## src/sv/cfw_pkg.sv

```systemverilog
// ----------------------------------------------------------------------------
// cfw_pkg
// shared types, constants and the crc fold function for the crc16 framer
// ----------------------------------------------------------------------------
package cfw_pkg;

  localparam int unsigned BUFFER_BYTES = 128;
  localparam int unsigned QUEUE_DEPTH  = 2;
  localparam int unsigned QPTR_W       = $clog2(QUEUE_DEPTH);
  localparam int unsigned QCNT_W       = $clog2(QUEUE_DEPTH + 1);

  localparam logic [15:0] CRC_POLY        = 16'h1021;
  localparam logic [15:0] CRC_TOP         = 16'h8000;
  localparam logic [7:0]  MAX_PAYLOAD_RST = 8'd124;
  localparam logic [8:0]  BUFFER_LIMIT    = 9'(BUFFER_BYTES);

  typedef logic [1:0] cmd_kind_t;
  localparam cmd_kind_t KIND_DATA = 2'd0;
  localparam cmd_kind_t KIND_END  = 2'd1;
  localparam cmd_kind_t KIND_ERR  = 2'd2;

  typedef struct packed {
    cmd_kind_t   kind;
    logic [7:0]  data;
    logic [15:0] crc;
    logic [2:0]  pad;
  } cfw_cmd_t;

  typedef struct packed {
    logic full;
    logic empty;
  } cfw_qstat_t;

  function automatic logic [15:0] crc_fold(input logic [15:0] acc, input logic [7:0] b);
    logic [15:0] c;
    c = acc ^ {b, 8'h00};
    for (int i = 0; i < 8; i++) begin
      if ((c & CRC_TOP) != 16'h0000) begin
        c = (c << 1) ^ CRC_POLY;
      end else begin
        c = c << 1;
      end
    end
    return c;
  endfunction

endpackage

```

## src/sv/cfw_chan_if.sv

```systemverilog
// ----------------------------------------------------------------------------
// cfw channel interfaces
// valid/ready channels for payload bytes in and frame bytes out
// ----------------------------------------------------------------------------
interface cfw_in_if;
  logic       valid;
  logic       ready;
  logic [7:0] data_byte;
  logic       last_byte;

  modport source (output valid, output data_byte, output last_byte, input ready);
  modport sink   (input valid, input data_byte, input last_byte, output ready);
  modport mon    (input valid, input data_byte, input last_byte, input ready);
endinterface

interface cfw_out_if;
  logic       valid;
  logic       ready;
  logic [7:0] out_byte;
  logic       out_last;
  logic       oversize;

  modport source (output valid, output out_byte, output out_last, output oversize,
                  input ready);
  modport sink   (input valid, input out_byte, input out_last, input oversize,
                  output ready);
  modport mon    (input valid, input out_byte, input out_last, input oversize,
                  input ready);
endinterface

```

## src/sv/cfw_front.sv

```systemverilog
// ----------------------------------------------------------------------------
// cfw_front
// accepts payload bytes, tracks count, overflow and crc, issues commands
// ----------------------------------------------------------------------------
module cfw_front
  import cfw_pkg::*;
(
  input  logic        clk,
  input  logic        rst_n,
  input  logic        cfg_we,
  input  logic [7:0]  cfg_wdata,
  cfw_in_if.sink      in_chan,
  input  cfw_qstat_t  qstat,
  output logic        push,
  output cfw_cmd_t    push_cmd
);

  logic [7:0]  max_payload_r;
  logic [15:0] crc_r, crc_nxt;
  logic [7:0]  count_r, count_nxt;
  logic        ovf_r, ovf_nxt;

  logic        accept;
  logic [8:0]  limit;
  logic        take;
  logic [15:0] crc_new;
  logic [7:0]  count_new;
  logic [7:0]  total;

  assign in_chan.ready = !qstat.full;
  assign accept        = in_chan.valid && in_chan.ready;

  always_comb begin
    limit     = ({1'b0, max_payload_r} > BUFFER_LIMIT) ? BUFFER_LIMIT : {1'b0, max_payload_r};
    take      = !ovf_r && ({1'b0, count_r} < limit);
    crc_new   = crc_fold(crc_r, in_chan.data_byte);
    count_new = count_r + 8'd1;
    total     = count_new + 8'd2;

    crc_nxt   = crc_r;
    count_nxt = count_r;
    ovf_nxt   = ovf_r;
    push      = 1'b0;
    push_cmd.kind = KIND_DATA;
    push_cmd.data = in_chan.data_byte;
    push_cmd.crc  = crc_new;
    push_cmd.pad  = 3'd4 - {1'b0, total[1:0]};

    if (accept) begin
      if (in_chan.last_byte) begin
        crc_nxt   = 16'h0000;
        count_nxt = 8'd0;
        ovf_nxt   = 1'b0;
        push      = 1'b1;
        push_cmd.kind = take ? KIND_END : KIND_ERR;
      end else if (take) begin
        crc_nxt   = crc_new;
        count_nxt = count_new;
        push      = 1'b1;
      end else begin
        ovf_nxt   = 1'b1;
      end
    end
  end

  always_ff @(posedge clk) begin
    if (!rst_n) begin
      max_payload_r <= MAX_PAYLOAD_RST;
      crc_r         <= 16'h0000;
      count_r       <= 8'd0;
      ovf_r         <= 1'b0;
    end else begin
      if (cfg_we) begin
        max_payload_r <= cfg_wdata;
      end
      crc_r   <= crc_nxt;
      count_r <= count_nxt;
      ovf_r   <= ovf_nxt;
    end
  end

endmodule

```

## src/sv/cfw_queue.sv

```systemverilog
// ----------------------------------------------------------------------------
// cfw_queue
// small command queue between the front and the back
// ----------------------------------------------------------------------------
module cfw_queue
  import cfw_pkg::*;
(
  input  logic        clk,
  input  logic        rst_n,
  input  logic        push,
  input  cfw_cmd_t    push_cmd,
  input  logic        pop,
  output cfw_cmd_t    head,
  output cfw_qstat_t  qstat
);

  cfw_cmd_t           mem_r [QUEUE_DEPTH];
  logic [QPTR_W-1:0]  wr_ptr_r;
  logic [QPTR_W-1:0]  rd_ptr_r;
  logic [QCNT_W-1:0]  count_r;

  assign head        = mem_r[rd_ptr_r];
  assign qstat.full  = (count_r == QCNT_W'(QUEUE_DEPTH));
  assign qstat.empty = (count_r == '0);

  always_ff @(posedge clk) begin
    if (push) begin
      mem_r[wr_ptr_r] <= push_cmd;
    end
  end

  always_ff @(posedge clk) begin
    if (!rst_n) begin
      wr_ptr_r <= '0;
      rd_ptr_r <= '0;
      count_r  <= '0;
    end else begin
      if (push) begin
        wr_ptr_r <= (wr_ptr_r == QPTR_W'(QUEUE_DEPTH - 1)) ? '0 : wr_ptr_r + 1'b1;
      end
      if (pop) begin
        rd_ptr_r <= (rd_ptr_r == QPTR_W'(QUEUE_DEPTH - 1)) ? '0 : rd_ptr_r + 1'b1;
      end
      unique case ({push, pop})
        2'b10:   count_r <= count_r + 1'b1;
        2'b01:   count_r <= count_r - 1'b1;
        default: count_r <= count_r;
      endcase
    end
  end

endmodule

```

## src/sv/cfw_back.sv

```systemverilog
// ----------------------------------------------------------------------------
// cfw_back
// expands each command into frame bytes through the output register
// ----------------------------------------------------------------------------
module cfw_back
  import cfw_pkg::*;
(
  input  logic        clk,
  input  logic        rst_n,
  input  cfw_cmd_t    head,
  input  cfw_qstat_t  qstat,
  output logic        pop,
  cfw_out_if.source   out_chan
);

  logic [2:0] step_r, step_nxt;
  logic       out_valid_r;
  logic [7:0] out_byte_r;
  logic       out_last_r;
  logic       oversize_r;

  logic       advance;
  logic       final_step;
  logic [7:0] byte_sel;
  logic       last_sel;

  assign out_chan.valid    = out_valid_r;
  assign out_chan.out_byte = out_byte_r;
  assign out_chan.out_last = out_last_r;
  assign out_chan.oversize = oversize_r;

  always_comb begin
    advance    = !qstat.empty && (!out_valid_r || out_chan.ready);
    final_step = 1'b1;
    byte_sel   = 8'h00;
    last_sel   = 1'b0;
    unique case (head.kind)
      KIND_DATA: begin
        byte_sel = head.data;
      end
      KIND_END: begin
        final_step = (step_r == head.pad + 3'd2);
        last_sel   = final_step;
        unique case (step_r)
          3'd0:    byte_sel = head.data;
          3'd1:    byte_sel = head.crc[15:8];
          3'd2:    byte_sel = head.crc[7:0];
          default: byte_sel = 8'h00;
        endcase
      end
      KIND_ERR: begin
        last_sel = 1'b1;
      end
      default: begin
        last_sel = 1'b1;
      end
    endcase
    pop      = advance && final_step;
    step_nxt = step_r;
    if (advance) begin
      step_nxt = final_step ? 3'd0 : step_r + 3'd1;
    end
  end

  always_ff @(posedge clk) begin
    if (advance) begin
      out_byte_r <= byte_sel;
      out_last_r <= last_sel;
      oversize_r <= (head.kind == KIND_ERR);
    end
  end

  always_ff @(posedge clk) begin
    if (!rst_n) begin
      step_r      <= 3'd0;
      out_valid_r <= 1'b0;
    end else begin
      step_r <= step_nxt;
      if (advance) begin
        out_valid_r <= 1'b1;
      end else if (out_chan.ready) begin
        out_valid_r <= 1'b0;
      end
    end
  end

endmodule

```

## src/sv/crc16_word_padded_framer.sv

```systemverilog
// ----------------------------------------------------------------------------
// crc16_word_padded_framer
// passes payload bytes through, appends crc-16 and zero pad to a word multiple
// ----------------------------------------------------------------------------
//  channel   direction  carries
//  in_chan   sink       data_byte, last_byte
//  out_chan  source     out_byte, out_last, oversize
//  cfg_*     input      max_payload write (cfg_we, cfg_wdata)
//
//  one payload byte per cycle unless the input stalls, crc folded in the front
//  a frame end emits the last payload byte, crc high, crc low and 1-4 pad bytes,
//  or a single oversize error transaction instead
//  input stalls only while the two-entry command queue is full
//  synchronous reset clears frame state and sets max_payload to 124
// ----------------------------------------------------------------------------
module crc16_word_padded_framer
  import cfw_pkg::*;
(
  input  logic       clk,
  input  logic       rst_n,
  input  logic       cfg_we,
  input  logic [7:0] cfg_wdata,
  cfw_in_if.sink     in_chan,
  cfw_out_if.source  out_chan
);

  logic       push;
  cfw_cmd_t   push_cmd;
  logic       pop;
  cfw_cmd_t   head;
  cfw_qstat_t qstat;

  cfw_front u_front (
    .clk       (clk),
    .rst_n     (rst_n),
    .cfg_we    (cfg_we),
    .cfg_wdata (cfg_wdata),
    .in_chan   (in_chan),
    .qstat     (qstat),
    .push      (push),
    .push_cmd  (push_cmd)
  );

  cfw_queue u_queue (
    .clk      (clk),
    .rst_n    (rst_n),
    .push     (push),
    .push_cmd (push_cmd),
    .pop      (pop),
    .head     (head),
    .qstat    (qstat)
  );

  cfw_back u_back (
    .clk      (clk),
    .rst_n    (rst_n),
    .head     (head),
    .qstat    (qstat),
    .pop      (pop),
    .out_chan (out_chan)
  );

endmodule

```

## src/flat_wrapper.sv

```systemverilog
// flat-port wrapper written by rule: the top's interface ports become plain ports
module crc16_word_padded_framer_flat import cfw_pkg::*;
  (clk, rst_n, cfg_we, cfg_wdata, in_chan_valid, in_chan_data_byte, in_chan_last_byte, in_chan_ready, out_chan_valid, out_chan_out_byte, out_chan_out_last, out_chan_oversize, out_chan_ready);
  cfw_in_if in_chan_i ();
  cfw_out_if out_chan_i ();
  input  logic clk;
  input  logic rst_n;
  input  logic cfg_we;
  input  logic [7:0] cfg_wdata;
  input wire logic [$bits(in_chan_i.valid)-1:0] in_chan_valid;
  input wire logic [$bits(in_chan_i.data_byte)-1:0] in_chan_data_byte;
  input wire logic [$bits(in_chan_i.last_byte)-1:0] in_chan_last_byte;
  output wire logic [$bits(in_chan_i.ready)-1:0] in_chan_ready;
  output wire logic [$bits(out_chan_i.valid)-1:0] out_chan_valid;
  output wire logic [$bits(out_chan_i.out_byte)-1:0] out_chan_out_byte;
  output wire logic [$bits(out_chan_i.out_last)-1:0] out_chan_out_last;
  output wire logic [$bits(out_chan_i.oversize)-1:0] out_chan_oversize;
  input wire logic [$bits(out_chan_i.ready)-1:0] out_chan_ready;
  assign in_chan_i.valid = in_chan_valid;
  assign in_chan_i.data_byte = in_chan_data_byte;
  assign in_chan_i.last_byte = in_chan_last_byte;
  assign in_chan_ready = in_chan_i.ready;
  assign out_chan_valid = out_chan_i.valid;
  assign out_chan_out_byte = out_chan_i.out_byte;
  assign out_chan_out_last = out_chan_i.out_last;
  assign out_chan_oversize = out_chan_i.oversize;
  assign out_chan_i.ready = out_chan_ready;
  crc16_word_padded_framer u_core (.clk(clk), .rst_n(rst_n), .cfg_we(cfg_we), .cfg_wdata(cfg_wdata), .in_chan(in_chan_i), .out_chan(out_chan_i));
endmodule
```

## config.mk

```make
export PLATFORM = sky130hd
export DESIGN_NAME = crc16_word_padded_framer_flat
export DESIGN_NICKNAME = d
export VERILOG_FILES = /design/src/sv/cfw_pkg.sv /design/src/sv/cfw_chan_if.sv /design/src/sv/cfw_front.sv /design/src/sv/cfw_queue.sv /design/src/sv/cfw_back.sv /design/src/sv/crc16_word_padded_framer.sv /design/src/flat_wrapper.sv
export SDC_FILE = /design/constraint.sdc
export NUM_CORES = 1
export LEC_CHECK = 0
export BUFFER_PORTS_ARGS = -buffer_cell sky130_fd_sc_hd__buf_2
export CAP_MARGIN = 0
export CORE_MARGIN = 3
export CORE_UTILIZATION = 37
export CTS_CLUSTER_DIAMETER = 50
export CTS_CLUSTER_SIZE = 12
export DETAILED_ROUTE_END_ITERATION = 16
export GPL_TIMING_DRIVEN = 0
export PLACE_DENSITY = 0.65
export SETUP_SLACK_MARGIN = 0.15
export SLEW_MARGIN = 10
export SYNTH_ARGS = -nofsm -noshare
export SYNTH_HDL_FRONTEND = slang
export SYNTH_SLANG_ARGS = --single-unit
```

## constraint.sdc

```tcl
create_clock -name clk -period 3.84 [get_ports clk]
set_clock_uncertainty 0.05 [all_clocks]
set_input_delay 0.192 -clock clk [delete_from_list [all_inputs] [get_ports clk]]
set_output_delay 0.192 -clock clk [all_outputs]
set_load 0.01 [all_outputs]
```

* After elaboration in Yosys (flattened, before gate mapping)
Memory sizes are Yosys's and may differ from the RTL's. A register that Yosys moved wholly into a read port is not among the register bits.
Index checks and enable logic that the tools add are counted.
** Cells by class
- Bitwise gates (word level) :: 9
- Reduce and logical (&&, ||, !) cells :: 17
- $lt $le $gt $ge :: 2
- Add/sub/neg operators :: 9
- Mux-type cells :: 35
- Equal/unequal tests :: 9
** Operators with widths (count)
- 2-to-1 mux 13 bit :: 8
- 2-to-1 mux 16 bit :: 2
- 2-to-1 mux 8 bit :: 3
- NOT 3 bit :: 8
- one-hot mux 8 bit (3 select lines) :: 1
- one-hot mux 8 bit (2 select lines) :: 1
- bitwise XOR 16 bit :: 1
- 2-to-1 mux 1 bit :: 14
- adder 8 x 1 -> 8 bit (second input constant) :: 1
- greater-than comparator 8 bit (second input constant) :: 1
- < comparator 8 bit :: 1
- == test 2 bit (second input constant) :: 3
- 2-to-1 mux 2 bit :: 3
- nonzero test 2 bit :: 3
- == test 2 x 1 -> 1 bit (second input constant) :: 2
- logical AND 1 bit :: 4
- zero test 1 bit :: 4
- zero test 2 bit :: 2
- one-hot mux 2 bit (2 select lines) :: 1
- AND reduction 2 bit :: 2
- adder 3 x 1 -> 3 bit (second input constant) :: 1
- adder 3 x 2 -> 3 bit (second input constant) :: 1
- == test 3 x 1 -> 1 bit (second input constant) :: 1
- == test 3 x 2 -> 1 bit (second input constant) :: 1
- 11 further kinds :: 12
** Storage, ports and cells
- Output and inout bits :: 12
- RAM bits :: 58
- Memories :: 1
- Register bits :: 51
- Logic and storage cells :: 94
** Memory list
- u_core.u_queue.mem_r :: depth 2, bits a word 29, rd ports 1, clocked after Yosys merged registers in 1, wr ports 1, line cfw_queue.sv:17 : cfw_cmd_t mem_r [QUEUE_DEPTH];

* Depth between registers and ports, before layout
- Depth in word-level cells :: 19
- Gate-level depth with buffers :: 11
- Gate-level depth less buffers :: 11

* Modules after synthesis
From an unflattened synthesis, not the netlist that was laid out.
** Second synthesis, totals
- Cells, all modules :: 380
- Area total of the unflattened synthesis :: 4884.7 µm²
** Modules (own cells, without submodules)
- cfw_queue :: instances 1, area each 2302.2 µm², seq. area each 1841.8 µm², cells an instance 112
- cfw_front :: instances 1, area each 1788.0 µm², seq. area each 660.6 µm², cells an instance 190
- cfw_back :: instances 1, area each 794.5 µm², seq. area each 380.4 µm², cells an instance 78

* Worst setup path before layout
No wires, ideal clock.
- Path kind :: register -> register
- From :: register u_core.u_front.max_payload_r[7]
- To :: memory u_core.u_queue.mem_r[0][0] (netlist bit) (enable)
- Library setup time :: 384 ps
- Buffers on the path :: 0
- Stages on the path, launching flop included :: 9
- Clock period less this slack :: 2875 ps
- Data arrival time :: 2442 ps
- Required time :: 3406 ps
- Setup slack :: 965 ps
- Cell sequence :: dfxtp_1 inv_1 nand2_1 ha_1 a2111oi_4 o21a_2 nor3_2 or3_1 inv_1
** Between the ends
- Longest elaborated chain between the ends :: 9
** Ends and longest elaborated chain
- from (decl) :: line cfw_front.sv:18 : logic [7:0] max_payload_r;
- from (signal assigned) :: line cfw_front.sv:74 : max_payload_r <= cfg_wdata;
- greater-than comparator 8 bit :: line cfw_front.sv:34 : limit = ({1'b0, max_payload_r} > BUFFER_LIMIT) ? BUFFER_LIMIT : {1'b0, max_payload_r};
- 2-to-1 mux 8 bit (*) :: line cfw_front.sv:34
- < comparator 8 bit (*) :: line cfw_front.sv:35 : take = !ovf_r && ({1'b0, count_r} < limit);
- logical AND 1 bit (*) :: line cfw_front.sv:35
- 2-to-1 mux 1 bit (*) :: line cfw_front.sv:56 : end else if (take) begin
- 2-to-1 mux 1 bit (*) :: line cfw_front.sv:50 : if (in_chan.last_byte) begin
- 2-to-1 mux 1 bit (*) :: line cfw_front.sv:49 : if (accept) begin
- 2-to-1 mux 1 bit (*) :: line cfw_queue.sv:27 : if (push) begin
- 2-to-1 mux 1 bit (not written as such) (*) :: line cfw_queue.sv:28 : mem_r[wr_ptr_r] <= push_cmd;
- to (decl) :: line cfw_queue.sv:17
Every way passes the cells marked *; elsewhere a longest branch is shown, timed or not.

* Worst setup path after layout
- From :: register u_core.u_front.max_payload_r[7]
- To :: memory u_core.u_queue.mem_r[0][6] (netlist bit) (enable)
Same word-level chain as after synthesis.

==> results.toml <==
[power_and_ir_drop]
power.ir.vdd_worst_mv = 0.224
total_leakage_power_uw = 0.00207
pwr_density_cell_nw_per_um2 = 629

[placement]
gpl.final_weighted_congestion = 0.812
placed_area_um2 = 5400
dpl.hpwl_mm = 7.41
port_buffers = 31

[clocking]
clock_latency_ps = 340
clock-sinks = 110
cts.root.buffer_cell = "clkbuf_16"
cts.htree.levels = 3
cts_repair_resize_count = 0
tritoncts = "done"
post_cts.repair.setup_buffers = 0
cts-buffers-inserted = 9
max-clock-path-buffers = 2
cts_hold_buf = 0
path_clk_slew_ps = 70

[sta]
grt_setup_unrepaired = "no"
timing.final.setup_violations = 0
fmaxAchievable_ghz = 0.312
finalHoldViolCount = 0
tightest_slew_ps = 990
final_max_slew_viol_count = 0
finalCriticalPeriod_ps = 3210
post_route_setup_tns_ps = 0
slew_headroom = 0.338
timing.final.crit_share = 0.835

[hold_path]
hp-start = "cfg_wdata[2]"
whs_path_depth = 3
holdCritPathClass = "in -> reg"
worst_hold_path.endpoint = "u_core.u_front.max_payload_r[2]"

[logic_synthesis]
synthesis.yosys.warnings = 0
synth-main-ff-cell = "edfxtp_1"
number_of_flops_mapped_to_enable_cells_by_yosys = 68
synth_top_cells_by_area = "edfxtp_1 41%, dfxtp_1 17%, mux2i_1 7.4%"
synthesis.instances = 435
synth_top_cell_by_area = "edfxtp_1"
synthDominantCellAreaShare = 0.406
synth_fp_nets = 471
async_reset_ff_frac = 0
avgSynthCellArea_um2 = 11.6
netlist_top_cells_count = "68 x edfxtp_1, 42 x dfxtp_1, 37 x mux2i_1, 33 x nand2_1"
post_synth_instance_area_um2 = 5030
synth.ff_latch_count = 110
distinct_cell_type_count_of_the_synthesized_netlist = 53
yosysSeqAreaShare = 0.573
yosysMostFrequentCell = "edfxtp_1"

[layout]
insertedDiodeCount = 0
post_route_cells_drive_above_1_share = 0.141
layout-area-overhead-vs-synth_pct = 13.8
design_area_um2 = 5720
num-nets-final = 513

[route]
drt_first_iter_violations = 302
routed_len_inst_um = 15.8
detail-route-antenna-nets = 0
detailedRoute.firstPassIterationCount = 4
num_vias = 3451
drc_errors_left = 0
avgViaCountPerCell = 5.28
finalWirelength_mm = 10.3

[grt]
grt_max_degree = 30
first_global_vias = 3552
grt_pass1_wl_mm = 17.2
antenna_found_initial = 0
grt_remaining_overflow = 0
groute.usage.overall = 0.147

[worst_setup_path]
worst-endpoint-arrival_ps = 3050
timing.critical_path.to_type = "flip-flop"
reg2regPathDepth = 8
worst_setup_path_start_kind = "flip-flop"
stage_delay_of_the_slowest_cell_on_the_critical_path_ps = 590
timing.critical_path.slowest_stage_cell = "o21ai_1"
worstPathMaxFanout = 29
rrSetupSlack_ps = 630
worst_setup_path_startpoint = "u_core.u_front.max_payload_r[7]"
timing.rr.end = "u_core.u_queue.mem_r[0][6]"
critical_path.reg2reg.startpoint = "u_core.u_front.max_payload_r[7]"
cp_num_buf_inv = 2
path_cells = "inv_1 > nand2_1 > ha_1 > and3_1 > o21ai_0 > o21ai_1 > or3_1 > clkinvlp_4"
worst-setup-path-type = "reg -> reg"
required_ps = 3680
critical-path-top-delay-family = "compound AO/OA/AOI/OAI gates"

[floorplan]
die_area_um2 = 15000
die_y_um = 123
floorplan.core_area_um2 = 12900
effective_utilization_at_floorplan = 0.389
pin_count = 34
count_of_standard_cell_rows = 41
floorplan.die.width_um = 123

[outcome]
result_of_the_run = "finished, final reports clean"

[run]
cap_viol_max_count = 0
[worst max path at each step]
| stage | slack [ps] | to | cells past startpoint |
|---|---|---|---|
| after floorplan | 960 | u_core.u_queue.mem_r[0][0] | 8 |
| after global placement | 440 | u_core.u_queue.mem_r[0][19] | 8 |
| after detailed placement | 340 | u_core.u_queue.mem_r[0][19] | 8 |
| after CTS | 330 | u_core.u_queue.mem_r[0][6] | 8 |
| after global routing | 360 | u_core.u_queue.mem_r[0][20] | 8 |
| final | 630 | u_core.u_queue.mem_r[0][6] | 8 |
[cells in the final DEF (no fill, tap or decap), types with 6 or more instances in the layout]
cell type | netlist | final
clkbuf_1 | 11 | 13
inv_1 | 12 | 11
edfxtp_1 | 68 | 68
nand3_1 | 30 | 30
nor2_1 | 13 | 13
buf_2 | 6 | 37
nor3_1 | 6 | 6
nand2_1 | 33 | 33
xnor2_1 | 19 | 19
ha_1 | 14 | 14
mux2i_1 | 37 | 37
dfxtp_1 | 42 | 42
clkbuf_16 | 0 | 9
o22ai_1 | 8 | 8
a21oi_1 | 29 | 29
o21ai_0 | 30 | 30
xor2_1 | 10 | 10
[stage by stage]
stage / util / hold WS, ps / power, µW / worst slack, ps / cells
floorplan: - / 241 / 2360 / 965 / 435
global placement: 0.418 / 358 / 2600 / 437 / 638
detailed placement: 0.418 / 367 / 2640 / 344 / 638
CTS: 0.442 / 8.87 / 3630 / 332 / 654
global route: 0.443 / 25.7 / 3800 / 362 / 654
finish: 0.443 / 20.4 / 3600 / 633 / 654
[sequential cells by signal (all words and copies together) (netlist names), 2 cells and up, named ones only]
register	cells
u_core.u_back.out_chan.out_byte	8
u_core.u_back.step_r	3
u_core.u_front.count_r	8
u_core.u_front.crc_r	16
u_core.u_front.max_payload_r	8
u_core.u_queue.count_r	2
u_core.u_queue.mem_r	58
[worst register-to-register path, cell delays in order (launching register included)]
cell,delay (ps)
dfxtp_1,330
inv_1,180
nand2_1,100
ha_1,330
and3_1,170
o21ai_0,180
o21ai_1,590
or3_1,270
clkinvlp_4,540
[kinds of logic (layout without fill, tap and decap cells)]
group | Yosys count | count (layout) | share of synthesized area
multiplexers | 37 | 37 | 0.0737
buffers and inverters | 34 | 81 | 0.0306
AND/OR/NAND/NOR | 118 | 118 | 0.120
flip-flops | 110 | 110 | 0.573
AO/OA/AOI/OAI | 91 | 91 | 0.111
XOR/XNOR | 31 | 31 | 0.0570
adder cells (fa/ha/maj) | 14 | 14 | 0.0348
[power by group]
group          internal, µW  switching, µW  total, µW
Sequential             1580           84.2       1660
Combinational           367            582        949
Clock                   576            413        989
[layer usage]
layer	vias to the layer above	GRT usage	wire length (µm)
met5	-	0	0
met4	0	0.0672	273
met3	26	0.0295	366
met2	60	0.249	4990
met1	1682	0.182	4700
li1	1683	-	-
[layout make-up]
cell class                 instances  area (µm²)
inverter                          13        52.6
timing repair buffer              31         155
multi-input combinational        291        1990
sequential                       110        2880
buffer                            21         105
fill                            1215        7210
clock inverter                     5        85.1
clock buffer                      11         233
tap                              172         215
(Power assumes the default switching activity.)
